$ cat config.mk
export PLATFORM = sky130hd
export DESIGN_NAME = bencode_info_span_locator_unit
export DESIGN_NICKNAME = d
export VERILOG_FILES = /design/src/hdl/bipl_pkg.sv /design/src/hdl/bencode_info_span_locator_unit.sv /design/src/hdl/bipl_step.sv
export SDC_FILE = /design/constraint.sdc
export NUM_CORES = 1
export LEC_CHECK = 0
export BUFFER_PORTS_ARGS = -buffer_cell sky130_fd_sc_hd__buf_2
export CELL_PAD_IN_SITES_DETAIL_PLACEMENT = 0
export CELL_PAD_IN_SITES_GLOBAL_PLACEMENT = 2
export CORE_MARGIN = 8
export CORE_UTILIZATION = 36
export DETAILED_ROUTE_END_ITERATION = 8
export PLACE_DENSITY = 0.9
export RECOVER_POWER = 50
export SYNTH_ARGS = -nofsm -noshare
export SYNTH_HDL_FRONTEND = slang
export SYNTH_HIERARCHICAL = 1
export SYNTH_SLANG_ARGS = --single-unit
$ cat constraint.sdc
create_clock -name clk -period 4.9 [get_ports clk]
set_input_delay 0.735 -clock clk [delete_from_list [all_inputs] [get_ports clk]]
set_output_delay 0.735 -clock clk [all_outputs]
set_load 0.005 [all_outputs]
$ cat src/hdl/bipl_pkg.sv
// Package of the bencode info span locator: sizes, character and state codes, state types.
// No dependencies.
`timescale 1ns / 1ps

package bipl_pkg;

	localparam int MAX_DEPTH = 64;
	localparam int LEN_BITS  = 32;
	localparam int DEPTH_W   = $clog2(MAX_DEPTH + 1);

	localparam logic [2:0] KIND_UNKNOWN   = 3'd0;
	localparam logic [2:0] KIND_STR_LEN   = 3'd1;
	localparam logic [2:0] KIND_STR_BODY  = 3'd2;
	localparam logic [2:0] KIND_INT       = 3'd3;
	localparam logic [2:0] KIND_CONTAINER = 3'd4;

	localparam logic [1:0] ST_PARSING = 2'd0;
	localparam logic [1:0] ST_DONE    = 2'd1;
	localparam logic [1:0] ST_FAILED  = 2'd2;

	localparam logic [7:0] CH_ZERO  = 8'h30;
	localparam logic [7:0] CH_NINE  = 8'h39;
	localparam logic [7:0] CH_COLON = 8'h3A;
	localparam logic [7:0] CH_MINUS = 8'h2D;
	localparam logic [7:0] CH_E_LO  = 8'h65;
	localparam logic [7:0] CH_E_UP  = 8'h45;
	localparam logic [7:0] CH_I_LO  = 8'h69;
	localparam logic [7:0] CH_I_UP  = 8'h49;
	localparam logic [7:0] CH_L_LO  = 8'h6C;
	localparam logic [7:0] CH_L_UP  = 8'h4C;
	localparam logic [7:0] CH_D_LO  = 8'h64;
	localparam logic [7:0] CH_D_UP  = 8'h44;
	localparam logic [7:0] CH_N_LO  = 8'h6E;
	localparam logic [7:0] CH_F_LO  = 8'h66;
	localparam logic [7:0] CH_O_LO  = 8'h6F;

	typedef struct packed {
		logic [DEPTH_W-1:0]  depth;
		logic [2:0]          kind;
		logic [LEN_BITS-1:0] count;
		logic                info_match;
		logic                in_span;
		logic [1:0]          status;
	} bipl_state_t;

	typedef struct packed {
		logic       hash_byte;
		logic       last_hash_byte;
		logic [1:0] status;
	} bipl_result_t;

	function automatic bipl_state_t bipl_reset_state();
		bipl_state_t s;
		s.depth      = DEPTH_W'(1);
		s.kind       = KIND_UNKNOWN;
		s.count      = '0;
		s.info_match = 1'b0;
		s.in_span    = 1'b0;
		s.status     = ST_PARSING;
		return s;
	endfunction

	// Expected character of the word "info" at position idx.
	function automatic logic [7:0] info_char(input logic [1:0] idx);
		logic [7:0] c;
		case (idx)
			2'd0: c = CH_I_LO;
			2'd1: c = CH_N_LO;
			2'd2: c = CH_F_LO;
			default: c = CH_O_LO;
		endcase
		return c;
	endfunction

endpackage

$ cat src/hdl/bencode_info_span_locator_unit.sv
// Top level of the bencode info span locator: input register, parse state, result register.
// Depends on bipl_pkg and bipl_step.
`timescale 1ns / 1ps

// Channel   Direction  Handshake          Payload
// in        request    in_valid/in_stall   data_byte, start_of_stream
// out       result     out_valid/out_stall hash_byte, last_hash_byte, status
//
// Each byte request yields exactly one result, via the input and then the result register.
// One byte is taken per cycle unless the result side stalls; the single parse-state register,
// updated in the same cycle that moves a byte from input to result register, sets that rate.
// Reset (arst_n low) puts the parser at the root with no span open and empties both registers.
// A stall on the result side holds the result register; the input register then fills,
// and in_stall rises only while both registers are occupied.

module bencode_info_span_locator_unit (
	input  logic       clk,
	input  logic       arst_n,
	input  logic       in_valid,
	output logic       in_stall,
	input  logic [7:0] data_byte,
	input  logic       start_of_stream,
	output logic       out_valid,
	input  logic       out_stall,
	output logic       hash_byte,
	output logic       last_hash_byte,
	output logic [1:0] status
);
	import bipl_pkg::*;

	// Input register holding one accepted byte request.
	logic         valid_s1;
	logic [7:0]   byte_s1;
	logic         sos_s1;

	// Parse state, updated once per byte that moves on to the result register.
	bipl_state_t  state_q;
	bipl_state_t  state_nxt;
	bipl_result_t res_nxt;
	bipl_result_t res_q;
	logic         out_valid_q;

	logic         advance;
	logic         accept;

	// A byte moves on when the result register is empty or being taken this cycle.
	assign advance  = valid_s1 && (!out_valid_q || !out_stall);
	assign in_stall = valid_s1 && !advance;
	assign accept   = in_valid && !in_stall;

	bipl_step u_step (
		.cur_state       (state_q),
		.data_byte       (byte_s1),
		.start_of_stream (sos_s1),
		.nxt_state       (state_nxt),
		.result          (res_nxt)
	);

	always_ff @(posedge clk or negedge arst_n) begin
		if (!arst_n) begin
			valid_s1    <= 1'b0;
			out_valid_q <= 1'b0;
			state_q     <= bipl_reset_state();
		end else begin
			if (accept)
				valid_s1 <= 1'b1;
			else if (advance)
				valid_s1 <= 1'b0;
			if (advance) begin
				state_q     <= state_nxt;
				out_valid_q <= 1'b1;
			end else if (!out_stall) begin
				out_valid_q <= 1'b0;
			end
		end
	end

	// Payload registers carry no reset.
	always_ff @(posedge clk) begin
		if (accept) begin
			byte_s1 <= data_byte;
			sos_s1  <= start_of_stream;
		end
		if (advance)
			res_q <= res_nxt;
	end

	assign out_valid      = out_valid_q;
	assign hash_byte      = res_q.hash_byte;
	assign last_hash_byte = res_q.last_hash_byte;
	assign status         = res_q.status;

endmodule

$ cat src/hdl/bipl_step.sv
// Next-state and result logic for one byte of the bencode info span locator.
// Purely combinational; uses bipl_pkg.
`timescale 1ns / 1ps

module bipl_step (
	input  bipl_pkg::bipl_state_t  cur_state,
	input  logic [7:0]             data_byte,
	input  logic                   start_of_stream,
	output bipl_pkg::bipl_state_t  nxt_state,
	output bipl_pkg::bipl_result_t result
);
	import bipl_pkg::*;

	bipl_state_t         cur;
	logic [DEPTH_W-1:0]  depth_w;
	logic [2:0]          kind_w;
	logic                done;
	logic                bad;
	logic                is_digit;
	logic                is_end;
	logic [3:0]          dval;
	logic [LEN_BITS+3:0] prod;
	logic [LEN_BITS-1:0] count_dec;
	logic [1:0]          info_idx;

	assign cur       = start_of_stream ? bipl_reset_state() : cur_state;
	assign is_digit  = (data_byte >= CH_ZERO) && (data_byte <= CH_NINE);
	assign is_end    = (data_byte == CH_E_LO) || (data_byte == CH_E_UP);
	assign dval      = 4'(data_byte - CH_ZERO);
	// count * 10 + digit; any bit above the length field means overflow.
	assign prod      = ({4'b0, cur.count} << 3) + ({4'b0, cur.count} << 1)
		+ (LEN_BITS + 4)'(dval);
	assign count_dec = cur.count - LEN_BITS'(1);
	assign info_idx  = 2'(3'd4 - cur.count[2:0]);

	always_comb begin
		nxt_state = cur;
		result    = '0;
		depth_w   = cur.depth;
		kind_w    = cur.kind;
		done      = 1'b0;
		bad       = 1'b0;
		if (cur.status == ST_PARSING) begin
			if (cur.depth == '0) begin
				bad = 1'b1;
			end else begin
				// An open container either closes or opens a child that reads this byte.
				if (cur.kind == KIND_CONTAINER) begin
					if (is_end) begin
						done = 1'b1;
					end else if (cur.depth >= DEPTH_W'(MAX_DEPTH)) begin
						bad = 1'b1;
					end else begin
						depth_w = cur.depth + DEPTH_W'(1);
						kind_w  = KIND_UNKNOWN;
					end
				end
				if (!done && !bad) begin
					case (kind_w)
						KIND_UNKNOWN: begin
							if (is_digit) begin
								kind_w               = KIND_STR_LEN;
								nxt_state.count      = LEN_BITS'(dval);
								nxt_state.info_match = 1'b0;
							end else if (data_byte == CH_I_LO || data_byte == CH_I_UP) begin
								kind_w = KIND_INT;
							end else if (data_byte == CH_L_LO || data_byte == CH_L_UP
								|| data_byte == CH_D_LO || data_byte == CH_D_UP) begin
								kind_w = KIND_CONTAINER;
							end else begin
								bad = 1'b1;
							end
						end
						KIND_STR_LEN: begin
							if (is_digit) begin
								if (|prod[LEN_BITS+3:LEN_BITS])
									bad = 1'b1;
								else
									nxt_state.count = prod[LEN_BITS-1:0];
							end else if (data_byte == CH_COLON) begin
								nxt_state.info_match = (cur.count == LEN_BITS'(4));
								if (cur.count == '0)
									done = 1'b1;
								else
									kind_w = KIND_STR_BODY;
							end else begin
								bad = 1'b1;
							end
						end
						KIND_STR_BODY: begin
							if (cur.info_match) begin
								if (cur.count >= LEN_BITS'(1) && cur.count <= LEN_BITS'(4)) begin
									if (data_byte != info_char(info_idx))
										nxt_state.info_match = 1'b0;
								end else begin
									nxt_state.info_match = 1'b0;
								end
							end
							nxt_state.count = count_dec;
							if (count_dec == '0)
								done = 1'b1;
						end
						KIND_INT: begin
							if (is_end)
								done = 1'b1;
							else if (!is_digit && data_byte != CH_MINUS)
								bad = 1'b1;
						end
						default: begin
							bad = 1'b1;
						end
					endcase
				end
			end

			nxt_state.depth = depth_w;
			nxt_state.kind  = kind_w;
			if (bad) begin
				nxt_state.status = ST_FAILED;
			end else begin
				result.hash_byte = cur.in_span;
				if (done) begin
					if (!cur.in_span) begin
						if (depth_w == DEPTH_W'(2) && kind_w == KIND_STR_BODY
							&& nxt_state.info_match)
							nxt_state.in_span = 1'b1;
					end else if (depth_w == DEPTH_W'(2)) begin
						result.last_hash_byte = 1'b1;
						nxt_state.in_span     = 1'b0;
						nxt_state.status      = ST_DONE;
					end
					nxt_state.depth      = depth_w - DEPTH_W'(1);
					nxt_state.kind       = (depth_w == DEPTH_W'(1)) ? KIND_UNKNOWN
						: KIND_CONTAINER;
					nxt_state.count      = '0;
					nxt_state.info_match = 1'b0;
				end
			end
		end
		result.status = nxt_state.status;
	end

endmodule

==> run summary <==
status: finished with violations
failing checks: capacitance limit, slew limit
gr usage total: 20.8%
WL/cell: 21.4 um
first-pass GRT wire length: 47,200 um
Post-synth EDFFs: 13
Syn Area/Cell: 7.98 um^2
syn_nets: 1,127
crit start category: flop
Seq. cell area: 0.00159 mm^2
placed instance area: 0.00909 mm^2
fin util: 42.1%
drt via density: 6.18
Tightest Hold Check Type: flop to flop
chip height: 168 um
Synth async-reset ratio: 78.7%
met1 Resource Use GR: 27.9%
IO Count: 19
Top Usage Layer GRT: met2
H-tree levels: 3
Netlist Area Pre-Place: 0.00832 mm^2
slowest stage delay, CP: 530 ps
number of buffers and inverters on the critical path: 4
Clock Pin Slew Worst Setup and Hold Paths: 60 ps
pre-CTS setup slack: 74.7 ps
Tmin final: 4730 ps
switching share of power: 42.7%
worst reg-to-reg setup slack: 170 ps
Worst-Margin Slew: 3050 ps
Layout Area Growth over Synthesis: 14.6%
switching power: 1310 uW
# hold bufs at CTS: 0
Max clock buf depth: 2
Clk Latency, worst-skew pair: 350 ps
Max Slew Vio Count: 49
achievable clock frequency: 212 MHz
Top FF cell, synth: dfrtp_1
Comb pwr share: 52.3%
Max Cap Viol: 1
worst setup margin: 174 ps
required time of the worst setup path: 5120 ps
Initial Util: 36.7%
area occupied by multi-input gates: 0.00646 mm^2
Most common cell on crit path: a21oi_1
clock sinks: 61
Critical-path top delay cell: or4_1
critical path class: flop to flop
Int Power: 1750 uW
Seq pwr share: 23.2%
dpl hpwl: 21,900 um
gpl congestion: 0.938
# DRC: 0
# nets final: 1,172
crit path capture type: flop
WL final: 29,500 um
# diodes: 0
Yosys reg bits: 61
Fin. Hold Viols: 0
Mapped Cells: 1,042
vias: 8,510
Num CTS Buffers: 9
layout cell share with drive strength beyond 1: 18.1%
DRT antenna net count: 0
leakage: 0.00410 uW
pin count of the biggest net entering global routing: 51
die width: 168 um
post-synth cell types: 100
Pwr per Cell Area: 320 mW/mm^2
post-route non-filler standard cell count: 1,377
standard-cell rows: 55
CP delay by family, top: simple AND/OR/NAND/NOR gates
clk root buf: clkbuf_16
DR iter-0 viols: 774
Seq/Total Area, Yosys: 19.1%
endpoints failing setup: 0
core area: 0.0226 mm^2
maximum vdd drop: 0.182 mV
grt ovf: 0
final total power: 3050 uW
clock power share: 24.5%
GR Util met3: 2.90%
die area: 0.0282 mm^2
fill count: 2,300
vias in the first global route: 8,231
IO buf count: 18
Pre-antenna DRT Iters: 7
crit path cell chain: buf_12, buf_4, nor2b_1, buf_4, ha_1, ha_1, nand2_1, a21oi_1, a211oi_1, nor3_1, or4_1, a32o_2, nor3b_4, buf_12, mux2_1, a21oi_1, a21oi_1, mux2_4
worst clock skew: 9.17 ps
CP max FO: 30
dpl cells: 1,357
max_slew headroom: -103%
Crit path arrival time: 4950 ps
TritonCTS clock tree: yes
initial antenna violation count: 0
met2 Usage GRT: 33.6%
crit share post-route: 96.5%
fin area: 0.00953 mm^2
Yosys warnings: 6
cells in the mapped netlist, types with 19 or more instances:
| library cell | n | area (um^2) |
|---|---|---|
| nand3_1 | 27 | 135 |
| nor3_1 | 33 | 165 |
| ha_1 | 71 | 888 |
| nand2_1 | 91 | 342 |
| nor2_1 | 92 | 345 |
| dfrtp_1 | 47 | 1180 |
| xnor2_1 | 31 | 272 |
| inv_1 | 27 | 101 |
| nor2b_1 | 28 | 175 |
| o21ai_0 | 71 | 355 |
| clkbuf_1 | 27 | 101 |
| xor2_1 | 19 | 166 |
| a21oi_1 | 89 | 445 |
| mux2_4 | 29 | 435 |
kinds of logic after synthesis:
family / count (synthesis) / synth area share, %
XOR/XNOR: 51 / 5.46
multiplexers: 65 / 9.91
flip-flops: 61 / 19.1
adder cells (fa/ha/maj): 72 / 10.9
AO/OA/AOI/OAI: 330 / 25.6
buffers and inverters: 87 / 5.35
AND/OR/NAND/NOR: 376 / 23.7
state kept, by name, summed over array words and instances (netlist names):
name            count
state_q            46
byte_s1             8
status              2
hash_byte           1
last_hash_byte      1
out_valid           1
sos_s1              1
valid_s1            1
cells in the final DEF, fill, tap and decap left out, types with 29 or more instances in the layout:
| cell | synthesis | layout |
|---|---|---|
| nor2_1 | 92 | 92 |
| a21oi_1 | 89 | 87 |
| mux2_4 | 29 | 29 |
| ha_1 | 71 | 64 |
| nor3_1 | 33 | 33 |
| xnor2_1 | 31 | 31 |
| dfrtp_1 | 47 | 47 |
| o21ai_0 | 71 | 70 |
| nand2_1 | 91 | 91 |
| buf_4 | 4 | 67 |
what timing repair did:
item	CTS	global route
gates resized for setup	0	19
endpoints found under the setup margin	0	33
buffers inserted	0	3
metal layers:
layer	wire [um]	vias up
met1	13100	4103
li1	-	4008
met2	13600	338
met3	2030	61
met5	0	-
met4	780	0
cell type report:
cell class | instances | share of cell area [%]
multi-input cells | 894 | 67.7
clock inverters | 6 | 1.08
clock buffers | 10 | 2.40
flip-flops and latches | 61 | 16.7
well taps | 285 | 3.74
inverters | 31 | 1.22
repair buffers | 90 | 7.13
path summary, 6_finish.rpt:
check / from / end / cells after the start
max reg2reg: sos_s1 / state_q[7] / 18
min in group asynchronous: arst_n / valid_s1 / 2
min reg2reg: valid_s1 / out_valid / 1
min: valid_s1 / out_valid / 1
max: sos_s1 / state_q[7] / 18
max in group asynchronous: arst_n / state_q[6] / 2
power groups by stage:
| stage | logic [uW] | clock network (uW) | registers, uW |
|---|---|---|---|
| 4_1_cts | 1560 | 763 | 707 |
| 3_5_place_dp | 1550 | 0 | 712 |
| 2_1_floorplan | 1120 | 0 | 687 |
| 3_3_place_gp | 1540 | 0 | 712 |
| 5_1_grt | 1740 | 780 | 721 |
| 6_report | 1600 | 747 | 710 |
metrics by stage:
step | TNS, ps | hold slack, ps
after floorplan | 0 | 439
after global placement | 0 | 476
after detailed placement | 0 | 482
after CTS | 0 | 496
after global routing | -15.4 | 534
final | 0 | 493
Power figures use the tool's default switching activity.
